<file path="config.mk">
export PLATFORM = sky130hd
export DESIGN_NAME = audio_effect_and_volume_chain_unit
export DESIGN_NICKNAME = d
export VERILOG_FILES = /design/src/design/avc_pkg.sv /design/src/design/avc_vol_calc.sv /design/src/design/audio_effect_and_volume_chain_unit.sv
export SDC_FILE = /design/constraint.sdc
export NUM_CORES = 2
export LEC_CHECK = 0
export BUFFER_PORTS_ARGS = -buffer_cell sky130_fd_sc_hd__buf_2
export CAP_MARGIN = 0
export CORE_ASPECT_RATIO = 1.1
export CORE_MARGIN = 2
export CORE_UTILIZATION = 55
export DETAILED_ROUTE_END_ITERATION = 8
export MAX_ROUTING_LAYER = met4
export PLACE_DENSITY_LB_ADDON = 0.08
export SETUP_SLACK_MARGIN = 0.2
export SLEW_MARGIN = 20
export SYNTH_ARGS = -nofsm -noshare
export SYNTH_HDL_FRONTEND = slang
export SYNTH_SLANG_ARGS = --single-unit
</file>
<file path="constraint.sdc">
create_clock -name clk_i -period 23.1 [get_ports clk_i]
set_clock_uncertainty 0.15 [all_clocks]
set_input_delay 3.465 -clock clk_i [delete_from_list [all_inputs] [get_ports clk_i]]
set_output_delay 3.465 -clock clk_i [all_outputs]
set_load 0.1 [all_outputs]
</file>
<file path="src/design/avc_pkg.sv">
// Shared types, constants and arithmetic helpers for the audio effect and volume chain.
package avc_pkg;

  localparam int NUM_LANES  = 8;
  localparam int LANE_W     = 3;
  localparam int CNT_W      = 4;
  localparam int SAMPLE_W   = 16;
  localparam int CFG_IDX_W  = 3;
  localparam int CFG_DATA_W = 8;
  localparam int VOL_W      = 8;

  // Reciprocals for division by constants: floor(x / d) == (x * R) >> SH in the used range.
  localparam logic [23:0] RECIP100    = 24'd10737419;
  localparam int          RECIP100_SH = 30;
  localparam logic [16:0] RECIP255    = 17'd65794;
  localparam int          RECIP255_SH = 24;
  localparam int          RECIPN_SH   = 22;

  localparam logic [VOL_W-1:0] VOL_UNITY        = 8'd100;
  localparam logic [VOL_W-1:0] GUEST_DIRECT_MAX = 8'd100;
  localparam logic [VOL_W-1:0] MASTER_MAX       = 8'd150;

  typedef enum logic [2:0] {
    CFG_SAMPLE_FORMAT = 3'd0,
    CFG_CHANNEL_COUNT = 3'd1,
    CFG_EFFECT_MODE   = 3'd2,
    CFG_GUEST_VOLUME  = 3'd3,
    CFG_MASTER_VOLUME = 3'd4
  } cfg_idx_e;

  typedef enum logic [2:0] {
    MODE_OFF   = 3'd0,
    MODE_SOFT  = 3'd1,
    MODE_CLEAR = 3'd2,
    MODE_BASS  = 3'd3,
    MODE_MONO  = 3'd4
  } effect_mode_e;

  typedef enum logic [2:0] {
    ST_IDLE,
    ST_SUM,
    ST_DIV,
    ST_RUN,
    ST_DRAIN
  } state_e;

  // Signed division by 2**sh that truncates toward zero.
  function automatic logic signed [20:0] sdiv_p2(input logic signed [20:0] x,
                                                 input logic [2:0] sh);
    logic signed [20:0] bias;
    bias = x[20] ? ((21'sd1 <<< sh) - 21'sd1) : 21'sd0;
    return (x + bias) >>> sh;
  endfunction

  function automatic logic signed [15:0] sat16(input logic signed [20:0] x);
    if (x < -21'sd32768) begin
      return 16'sh8000;
    end else if (x > 21'sd32767) begin
      return 16'sh7fff;
    end else begin
      return x[15:0];
    end
  endfunction

  function automatic logic [7:0] sat_byte(input logic signed [17:0] x);
    if (x < 18'sd0) begin
      return 8'd0;
    end else if (x > 18'sd255) begin
      return 8'd255;
    end else begin
      return x[7:0];
    end
  endfunction

  // ceil(2**22 / n) for the channel average; exact for sums of up to eight samples.
  function automatic logic [21:0] recip_n(input logic [CNT_W-1:0] n);
    logic [21:0] r;
    unique case (n)
      4'd2:    r = 22'd2097152;
      4'd3:    r = 22'd1398102;
      4'd4:    r = 22'd1048576;
      4'd5:    r = 22'd838861;
      4'd6:    r = 22'd699051;
      4'd7:    r = 22'd599187;
      4'd8:    r = 22'd524288;
      default: r = 22'd0;
    endcase
    return r;
  endfunction

endpackage

</file>
<file path="src/design/avc_vol_calc.sv">
// Registered computation of the effective volume percent from guest and master volume.
module avc_vol_calc (
  input  logic                      clk_i,
  input  logic                      rst_ni,
  input  logic [avc_pkg::VOL_W-1:0] guest_i,
  input  logic [avc_pkg::VOL_W-1:0] master_i,
  output logic [avc_pkg::VOL_W-1:0] vol_o
);
  import avc_pkg::*;

  logic [14:0]      gscaled;
  logic [31:0]      gprod;
  logic [6:0]       gp_d, gp_q;
  logic [VOL_W-1:0] m_d, m_q;
  logic [13:0]      prod_d, prod_q;
  logic [37:0]      vprod;
  logic [VOL_W-1:0] vol_d, vol_q;

  // Guest values above the direct range are rescaled from 255 with rounding.
  assign gscaled = 15'(guest_i) * 15'd100 + 15'd127;
  assign gprod   = 32'(gscaled) * 32'(RECIP255);
  assign gp_d    = (guest_i <= GUEST_DIRECT_MAX) ? guest_i[6:0] : 7'(gprod >> RECIP255_SH);
  assign m_d     = (master_i > MASTER_MAX) ? MASTER_MAX : master_i;

  assign prod_d  = 14'(gp_q) * 14'(m_q) + 14'd50;
  assign vprod   = 38'(prod_q) * 38'(RECIP100);
  assign vol_d   = 8'(vprod >> RECIP100_SH);

  always_ff @(posedge clk_i or negedge rst_ni) begin
    if (!rst_ni) begin
      gp_q   <= 7'd100;
      m_q    <= VOL_UNITY;
      prod_q <= 14'd10050;
      vol_q  <= VOL_UNITY;
    end else begin
      gp_q   <= gp_d;
      m_q    <= m_d;
      prod_q <= prod_d;
      vol_q  <= vol_d;
    end
  end

  assign vol_o = vol_q;

endmodule

</file>
<file path="src/design/audio_effect_and_volume_chain_unit.sv">
// Top level of the audio effect and volume chain: sequencer, filter memory and datapath.
//
// One input word is one audio frame of eight 16-bit channel samples on
// s_axis_tdata, with s_axis_tlast marking the last frame of a buffer. One output
// word per frame leaves on m_axis_tdata with the same lane layout, and
// m_axis_tlast copies the input flag. Lanes at or above the active channel
// count read as zero. In unsigned 8-bit mode each lane carries a raw byte in
// its low eight bits.
// Channels are processed one per cycle through a four-step pipeline: issue and
// filter memory read, filter update and write back, volume multiply, and
// division by one hundred. A frame is accepted only once the previous frame
// has passed through all active channels and drained from the pipeline; in
// mono mode a summing pass over the active channels and a divide step run first.
// The finished frame sits in an output register, so a new frame is accepted
// while the previous result waits for m_axis_tready. If the receiver stalls
// longer, the block holds the next finished frame and stops accepting input.
// Reset restores the default configuration and marks every filter channel as
// not primed, so no clearing pass is needed; changing the effect mode does the
// same at once.
module audio_effect_and_volume_chain_unit #(
  parameter int MAX_CHANNELS = 8
) (
  input  logic                                             clk_i,
  input  logic                                             rst_ni,
  input  logic                                             s_axis_tvalid,
  output logic                                             s_axis_tready,
  // sample_0 .. sample_7, 16 bits each, sample_0 in the lowest bits
  input  logic [avc_pkg::NUM_LANES*avc_pkg::SAMPLE_W-1:0] s_axis_tdata,
  input  logic                                             s_axis_tlast,
  output logic                                             m_axis_tvalid,
  input  logic                                             m_axis_tready,
  // result_0 .. result_7, 16 bits each, result_0 in the lowest bits
  output logic [avc_pkg::NUM_LANES*avc_pkg::SAMPLE_W-1:0] m_axis_tdata,
  output logic                                             m_axis_tlast,
  input  logic                                             cfg_we_i,
  input  logic [avc_pkg::CFG_IDX_W-1:0]                    cfg_idx_i,
  input  logic [avc_pkg::CFG_DATA_W-1:0]                   cfg_data_i
);
  import avc_pkg::*;

  localparam int CH_W  = (MAX_CHANNELS > 1) ? $clog2(MAX_CHANNELS) : 1;
  localparam int LIMIT = (MAX_CHANNELS < NUM_LANES) ? MAX_CHANNELS : NUM_LANES;

  // Configuration registers.
  logic             fmt_q;
  logic [CNT_W-1:0] count_q;
  effect_mode_e     mode_q, mode_wr;
  logic [VOL_W-1:0] guest_q, master_q;
  logic             clear_filt;

  // Sequencer.
  state_e           state_q, state_d;
  logic [CNT_W-1:0] ch_q, ch_d;
  logic [CNT_W-1:0] n_act;
  logic             mono_act, filt_act, ch_last;
  logic             accept, issue, sum_en, div_en, load_out;

  // Frame registers.
  logic signed [SAMPLE_W-1:0] in_q   [NUM_LANES];
  logic                       last_q;
  logic signed [SAMPLE_W-1:0] res_q  [NUM_LANES];
  logic signed [SAMPLE_W-1:0] out_q  [NUM_LANES];
  logic                       out_last_q;
  logic                       m_valid_q;

  // Mono average.
  logic signed [19:0]         sum_q, sum_term;
  logic [18:0]                sum_mag;
  logic [40:0]                avg_prod;
  logic [16:0]                avg_mag;
  logic signed [SAMPLE_W-1:0] avg_q;

  // Filter memory and primed flags.
  logic signed [SAMPLE_W-1:0] filt_mem [MAX_CHANNELS];
  logic signed [SAMPLE_W-1:0] rdata_q;
  logic [MAX_CHANNELS-1:0]    primed_q;
  logic                       mem_we;

  // Pipeline stages.
  logic signed [SAMPLE_W-1:0] s_raw, s0_val;
  logic [7:0]                 s_byte;
  logic                       v1_q, v2_q, v3_q, f1_q;
  logic [CNT_W-1:0]           ch1_q, ch2_q, ch3_q;
  logic signed [SAMPLE_W-1:0] s1_q, val2_q, val3_q;
  logic signed [SAMPLE_W-1:0] prev, ysat, val2_d;
  logic signed [20:0]         pe, se, low, y;
  logic signed [16:0]         vx;
  logic signed [25:0]         p2_d, p3_q;
  logic                       p_neg;
  logic [24:0]                p_mag;
  logic [48:0]                q_prod;
  logic [16:0]                q_mag;
  logic signed [17:0]         q_s;
  logic signed [SAMPLE_W-1:0] res_d;
  logic [VOL_W-1:0]           vol;

  avc_vol_calc u_vol (
    .clk_i    (clk_i),
    .rst_ni   (rst_ni),
    .guest_i  (guest_q),
    .master_i (master_q),
    .vol_o    (vol)
  );

  // ---------------------------------------------------------------------------
  // Configuration. Modes above mono act as off; a real mode change forgets the
  // filter history by dropping every primed flag.
  // ---------------------------------------------------------------------------
  assign mode_wr    = (cfg_data_i[2:0] > MODE_MONO) ? MODE_OFF : effect_mode_e'(cfg_data_i[2:0]);
  assign clear_filt = cfg_we_i && (cfg_idx_i == CFG_EFFECT_MODE) && (mode_wr != mode_q);

  always_ff @(posedge clk_i or negedge rst_ni) begin
    if (!rst_ni) begin
      fmt_q    <= 1'b0;
      count_q  <= 4'd2;
      mode_q   <= MODE_OFF;
      guest_q  <= VOL_UNITY;
      master_q <= VOL_UNITY;
    end else if (cfg_we_i) begin
      unique case (cfg_idx_e'(cfg_idx_i))
        CFG_SAMPLE_FORMAT: fmt_q    <= cfg_data_i[0];
        CFG_CHANNEL_COUNT: count_q  <= cfg_data_i[CNT_W-1:0];
        CFG_EFFECT_MODE:   mode_q   <= mode_wr;
        CFG_GUEST_VOLUME:  guest_q  <= cfg_data_i;
        CFG_MASTER_VOLUME: master_q <= cfg_data_i;
        default: ;
      endcase
    end
  end

  // A count of zero acts as one; large counts stop at the lane and memory limit.
  always_comb begin
    if (count_q == '0) begin
      n_act = CNT_W'(1);
    end else if (count_q > CNT_W'(LIMIT)) begin
      n_act = CNT_W'(LIMIT);
    end else begin
      n_act = count_q;
    end
  end

  assign mono_act = (mode_q == MODE_MONO) && (n_act >= CNT_W'(2));
  assign filt_act = (mode_q == MODE_SOFT) || (mode_q == MODE_CLEAR) || (mode_q == MODE_BASS);
  assign ch_last  = (ch_q == n_act - CNT_W'(1));

  // ---------------------------------------------------------------------------
  // Sequencer: optional mono summing pass and divide step, then one channel issued
  // per cycle, then drain the pipeline and hand the frame to the output register.
  // ---------------------------------------------------------------------------
  always_comb begin
    state_d  = state_q;
    ch_d     = ch_q;
    accept   = 1'b0;
    issue    = 1'b0;
    sum_en   = 1'b0;
    div_en   = 1'b0;
    load_out = 1'b0;
    unique case (state_q)
      ST_IDLE: begin
        if (s_axis_tvalid) begin
          accept  = 1'b1;
          ch_d    = '0;
          state_d = mono_act ? ST_SUM : ST_RUN;
        end
      end
      ST_SUM: begin
        sum_en = 1'b1;
        if (ch_last) begin
          ch_d    = '0;
          state_d = ST_DIV;
        end else begin
          ch_d = ch_q + CNT_W'(1);
        end
      end
      ST_DIV: begin
        div_en  = 1'b1;
        state_d = ST_RUN;
      end
      ST_RUN: begin
        issue = 1'b1;
        ch_d  = ch_q + CNT_W'(1);
        if (ch_last) begin
          state_d = ST_DRAIN;
        end
      end
      ST_DRAIN: begin
        if (!v1_q && !v2_q && !v3_q && (!m_valid_q || m_axis_tready)) begin
          load_out = 1'b1;
          state_d  = ST_IDLE;
        end
      end
      default: state_d = ST_IDLE;
    endcase
  end

  assign s_axis_tready = (state_q == ST_IDLE);

  always_ff @(posedge clk_i or negedge rst_ni) begin
    if (!rst_ni) begin
      state_q <= ST_IDLE;
      ch_q    <= '0;
    end else begin
      state_q <= state_d;
      ch_q    <= ch_d;
    end
  end

  // Input frame capture.
  always_ff @(posedge clk_i) begin
    if (accept) begin
      for (int i = 0; i < NUM_LANES; i++) begin
        in_q[i] <= s_axis_tdata[i*SAMPLE_W +: SAMPLE_W];
      end
      last_q <= s_axis_tlast;
    end
  end

  assign s_raw  = in_q[ch_q[LANE_W-1:0]];
  assign s_byte = s_raw[7:0];

  // ---------------------------------------------------------------------------
  // Mono: sum the centred samples, then divide by the channel count with a
  // reciprocal multiply on the magnitude so the quotient truncates toward zero.
  // ---------------------------------------------------------------------------
  assign sum_term = fmt_q ? 20'($signed({~s_byte[7], s_byte[6:0]})) : 20'(s_raw);
  assign sum_mag  = sum_q[19] ? 19'(-sum_q) : 19'(sum_q);
  assign avg_prod = 41'(sum_mag) * 41'(recip_n(n_act));
  assign avg_mag  = 17'(avg_prod >> RECIPN_SH);

  always_ff @(posedge clk_i) begin
    if (accept) begin
      sum_q <= '0;
    end else if (sum_en) begin
      sum_q <= sum_q + sum_term;
    end
    if (div_en) begin
      avg_q <= sum_q[19] ? 16'(-$signed({1'b0, avg_mag})) : 16'(avg_mag);
    end
  end

  // ---------------------------------------------------------------------------
  // Issue step: pick the value for this channel. Filter modes feed the sample
  // in 16-bit form (bytes centred and moved to the high half); the other modes
  // give the pre-volume value directly. The filter memory is read alongside.
  // ---------------------------------------------------------------------------
  always_comb begin
    if (mono_act) begin
      s0_val = fmt_q ? $signed({8'd0, ~avg_q[7], avg_q[6:0]}) : avg_q;
    end else if (filt_act) begin
      s0_val = fmt_q ? $signed({~s_byte[7], s_byte[6:0], 8'd0}) : s_raw;
    end else begin
      s0_val = fmt_q ? $signed({8'd0, s_byte}) : s_raw;
    end
  end

  always_ff @(posedge clk_i) begin
    rdata_q <= filt_mem[ch_q[CH_W-1:0]];
    if (mem_we) begin
      filt_mem[ch1_q[CH_W-1:0]] <= low[SAMPLE_W-1:0];
    end
  end

  // ---------------------------------------------------------------------------
  // Filter step. An unprimed channel starts from its own sample. The stored
  // value is always the lowpass output; clear and bass boost derive the result
  // from it. Reads and writes in one frame touch different channels, and the
  // last write of a frame lands well before the next frame's first read.
  // ---------------------------------------------------------------------------
  assign prev = primed_q[ch1_q[CH_W-1:0]] ? rdata_q : s1_q;
  assign pe   = 21'(prev);
  assign se   = 21'(s1_q);

  always_comb begin
    if (mode_q == MODE_BASS) begin
      low = sdiv_p2((pe <<< 4) - pe + se, 3'd4);
    end else begin
      low = sdiv_p2(pe * 21'sd3 + se, 3'd2);
    end
    priority case (mode_q)
      MODE_CLEAR: y = se + sdiv_p2(se - low, 3'd1);
      MODE_BASS:  y = se + sdiv_p2(low, 3'd2);
      default:    y = low;
    endcase
    ysat = sat16(y);
    if (!f1_q) begin
      val2_d = s1_q;
    end else if (fmt_q) begin
      val2_d = $signed({8'd0, ~ysat[15], ysat[14:8]});
    end else begin
      val2_d = ysat;
    end
  end

  assign mem_we = v1_q && f1_q;

  always_ff @(posedge clk_i or negedge rst_ni) begin
    if (!rst_ni) begin
      primed_q <= '0;
    end else if (clear_filt) begin
      primed_q <= '0;
    end else if (mem_we) begin
      primed_q[ch1_q[CH_W-1:0]] <= 1'b1;
    end
  end

  // ---------------------------------------------------------------------------
  // Volume: multiply by the percent, then divide by one hundred with a
  // reciprocal multiply on the magnitude, and saturate to the sample format.
  // ---------------------------------------------------------------------------
  assign vx   = fmt_q ? (17'(val2_q) - 17'sd128) : 17'(val2_q);
  assign p2_d = 26'(vx) * 26'($signed({1'b0, vol}));

  assign p_neg  = p3_q[25];
  assign p_mag  = p_neg ? 25'(-p3_q) : 25'(p3_q);
  assign q_prod = 49'(p_mag) * 49'(RECIP100);
  assign q_mag  = 17'(q_prod >> RECIP100_SH);
  assign q_s    = p_neg ? -$signed({1'b0, q_mag}) : $signed({1'b0, q_mag});

  always_comb begin
    if (vol == VOL_UNITY) begin
      res_d = val3_q;
    end else if (vol == '0) begin
      res_d = '0;
    end else if (fmt_q) begin
      res_d = $signed({8'd0, sat_byte(q_s + 18'sd128)});
    end else begin
      res_d = sat16(21'(q_s));
    end
  end

  // Pipeline valid flags.
  always_ff @(posedge clk_i or negedge rst_ni) begin
    if (!rst_ni) begin
      v1_q <= 1'b0;
      v2_q <= 1'b0;
      v3_q <= 1'b0;
    end else begin
      v1_q <= issue;
      v2_q <= v1_q;
      v3_q <= v2_q;
    end
  end

  // Pipeline payload.
  always_ff @(posedge clk_i) begin
    ch1_q  <= ch_q;
    s1_q   <= s0_val;
    f1_q   <= filt_act;
    ch2_q  <= ch1_q;
    val2_q <= val2_d;
    ch3_q  <= ch2_q;
    val3_q <= val2_q;
    p3_q   <= p2_d;
  end

  // Result collection: lanes beyond the active count stay at zero.
  always_ff @(posedge clk_i) begin
    if (accept) begin
      for (int i = 0; i < NUM_LANES; i++) begin
        res_q[i] <= '0;
      end
    end else if (v3_q) begin
      res_q[ch3_q[LANE_W-1:0]] <= res_d;
    end
  end

  // ---------------------------------------------------------------------------
  // Output register.
  // ---------------------------------------------------------------------------
  always_ff @(posedge clk_i) begin
    if (load_out) begin
      for (int i = 0; i < NUM_LANES; i++) begin
        out_q[i] <= res_q[i];
      end
      out_last_q <= last_q;
    end
  end

  always_ff @(posedge clk_i or negedge rst_ni) begin
    if (!rst_ni) begin
      m_valid_q <= 1'b0;
    end else if (load_out) begin
      m_valid_q <= 1'b1;
    end else if (m_axis_tready) begin
      m_valid_q <= 1'b0;
    end
  end

  always_comb begin
    for (int i = 0; i < NUM_LANES; i++) begin
      m_axis_tdata[i*SAMPLE_W +: SAMPLE_W] = out_q[i];
    end
  end

  assign m_axis_tvalid = m_valid_q;
  assign m_axis_tlast  = out_last_q;

endmodule
</file>
==> flow_summary.toml <==
[run_status]
status = "complete, no violations"

[floorplan]
core-area_um2 = 130000
io_pins = 276
row_count = 139
die_x_um = 349
die_h_um = 383
start_util_pct = 55.2
die-area_um2 = 134000

[setup_path]
path_class = "flip-flop to flip-flop"
critPathLaunchType = "flip-flop"
cp_slowest_cell = "mux2i_1"
crit_fanout = 24
critPathMaxStageDelay_ns = 0.52
crit_top_cell = "a21o_1"
required_ns = 23.55
crit_buf_inv = 5
critPathCaptureType = "flip-flop"
arrival_ns = 14.91
r2r_slack_ns = 8.63
path_delay_family = "compound AO/OA/AOI/OAI gates"

[timing]
relSlewSlack_pct = 21.5
rsz0062_at_grt = "no"
finalMaxSlewViolations = 0
holdWs_ns = 0.226
worst_pin_slew_ns = 1.17
hold_viol = 0
finalSetupViolations = 0
fin_crit_sh_pct = 62.6
fin_crit_ns = 14.47
max_clock_freq_ghz = 0.0691
tns_ns = 0

[logic_synthesis]
synth_ff_type = "edfxtp_1"
async_flop_share_pct = 11.0
yosysSeqAreaShare_pct = 28.3
synth_most_common_cell = "inv_1"
synth-seq-cells = 730
yosys.area.top_type = "fa_1"
synthesis.area_um2 = 71800
synth_cell_types = 113
synth_edf_count = 530
synth.net_count = 8570
yosysWarnings = 0
synthCells = 6739
yosysTopAreaCellShare_pct = 23.2
synth_common_cells = "1242 x inv_1, 852 x ha_1, 834 x fa_1"
syn_avg_cell_area_um2 = 10.7
netlist_top_cells_area = "fa_1 23%, edfxtp_1 22%, ha_1 15%, inv_1 6.5%, dfxtp_1 3.3%"

[global_route]
grt.overflow.total = 0
grt_max_degree = 88
first_global_vias = 51500
antenna_found_initial = 4
grt_pass1_wl_um = 297000
track_usage_pct = 29.9

[clocking]
cts_resized = 0
htreeDepth = 3
clockBufferDepth = 3
root_buffer = "clkbuf_16"
clkTransAtPathRegs_ns = 0.07
numCtsBuffers = 76
postCtsHoldBufs = 0
clock-sinks = 730
cts_tree = "yes"
clk-insertion-delay-late_ns = 0.70
cts_setup_buffers = 0

[final_layout]
area_growth_syn_to_layout_pct = 8.76
finish.net_count = 8857
final_util_pct = 60.0
multi_input_area_um2 = 46300
instances_no_fill = 8778
drive_above_1_share_pct = 9.98
seqCellArea_um2 = 20400
fillCellCount = 11100

[routing]
drc = 0
first_pass_iters = 6
vias = 49400
via_per_inst = 5.62
ant_nets = 0
wl_per_cell_um = 21.5
routed_wl_um = 189000
drtIter0Drc = 3553

[worst_hold_path]
hp-class = "flip-flop to flip-flop"

[flow_run]
drv_cap = 0

[place]
placed_cells = 8640
port_buffers = 275
place.detailed.hpwl_um = 154000
globalplace.congestion = 0.974
[routing by layer]
| metal | vias up | wire, um | GRT usage [%] |
|---|---|---|---|
| met2 | 1415 | 91600 | 49.3 |
| li1 | 23100 | - | - |
| met4 | 0 | 5340 | 7.75 |
| met1 | 24600 | 82000 | 39.6 |
| met3 | 250 | 9700 | 3.33 |
| met5 | - | 0 | - |
[final timing paths]
kind	startpoint	end	cells after the start
hold / removal	v2_q	v3_q	0
setup reg to reg	ch1_q[1]	val2_q[8]	57
hold reg to reg	v2_q	v3_q	0
max in group asynchronous	rst_ni	ch_q[0]	2
setup / recovery	ch1_q[1]	val2_q[8]	57
min in group asynchronous	rst_ni	guest_q[7]	1
[per-stage QoR]
stage	instance area, um^2	worst slack [ns]
global route	78100	7.39
finish	78100	8.63
detailed placement	75400	8.73
floorplan	71800	10.60
CTS	78100	8.67
global placement	75400	8.94
[sequential cells by signal (all words and copies together), names as in the netlist, 20 cells and up]
name      count
out_q       128
p3_q         26
in_q        128
res_q       128
sum_q        20
filt_mem    128
[kinds of logic (layout without fill, tap and decap cells)]
kind of cell    Yosys count  after routing  share of synthesized area [%]
flops                   730            730                           28.3
xor+xnor                320            320                           3.92
simple gates           1564           1564                           10.5
compound gates          892            892                           8.49
fa+ha+maj              1686           1686                           38.1
mux                     156            156                           3.40
other cells               0              1                              0
buf+inv                1391           1737                           7.29
[cells in the final DEF (no fill, tap or decap), types with 42 or more instances in the layout]
| cell type | netlist | layout |
|---|---|---|
| fa_1 | 834 | 834 |
| mux2_2 | 60 | 60 |
| and2_1 | 153 | 153 |
| buf_2 | 5 | 274 |
| xnor2_1 | 202 | 202 |
| dfxtp_1 | 120 | 120 |
| xor2_1 | 116 | 115 |
| nand2b_1 | 63 | 63 |
| mux4_2 | 64 | 64 |
| nor3_1 | 139 | 137 |
| nand2_1 | 452 | 452 |
| inv_1 | 1242 | 1242 |
| clkbuf_16 | 0 | 77 |
| dfrtp_1 | 58 | 55 |
| ha_1 | 852 | 852 |
| edfxtp_1 | 530 | 530 |
| a21oi_1 | 219 | 217 |
| nor2b_1 | 42 | 42 |
| a21o_1 | 71 | 71 |
| nor2_1 | 418 | 417 |
| nand3_1 | 72 | 72 |
| o21a_1 | 51 | 51 |
| buf_4 | 0 | 80 |
| o21ai_0 | 173 | 173 |
[area by class of cell]
cell class,count,share of cell area (%)
repair buffers,354,2.52
multi-input cells,4618,59.3
diodes,1,0.00320
well taps,1692,2.71
clock buffers,92,2.58
inverters,1246,5.99
flip-flops and latches,730,26.1
clock inverters,45,0.860
[worst register-to-register path: cells and delay by family (launching register included)]
family	cells	cell delay, ns
xor+xnor	3	0.43
buf+inv	5	0.94
flops	1	0.50
fa+ha+maj	7	2.31
simple gates	14	3.19
compound gates	27	6.30
mux	1	0.53
Power is left out: the tool's default activity adds up to more than one toggle a clock period on the data nets, which glitch-free logic cannot reach.
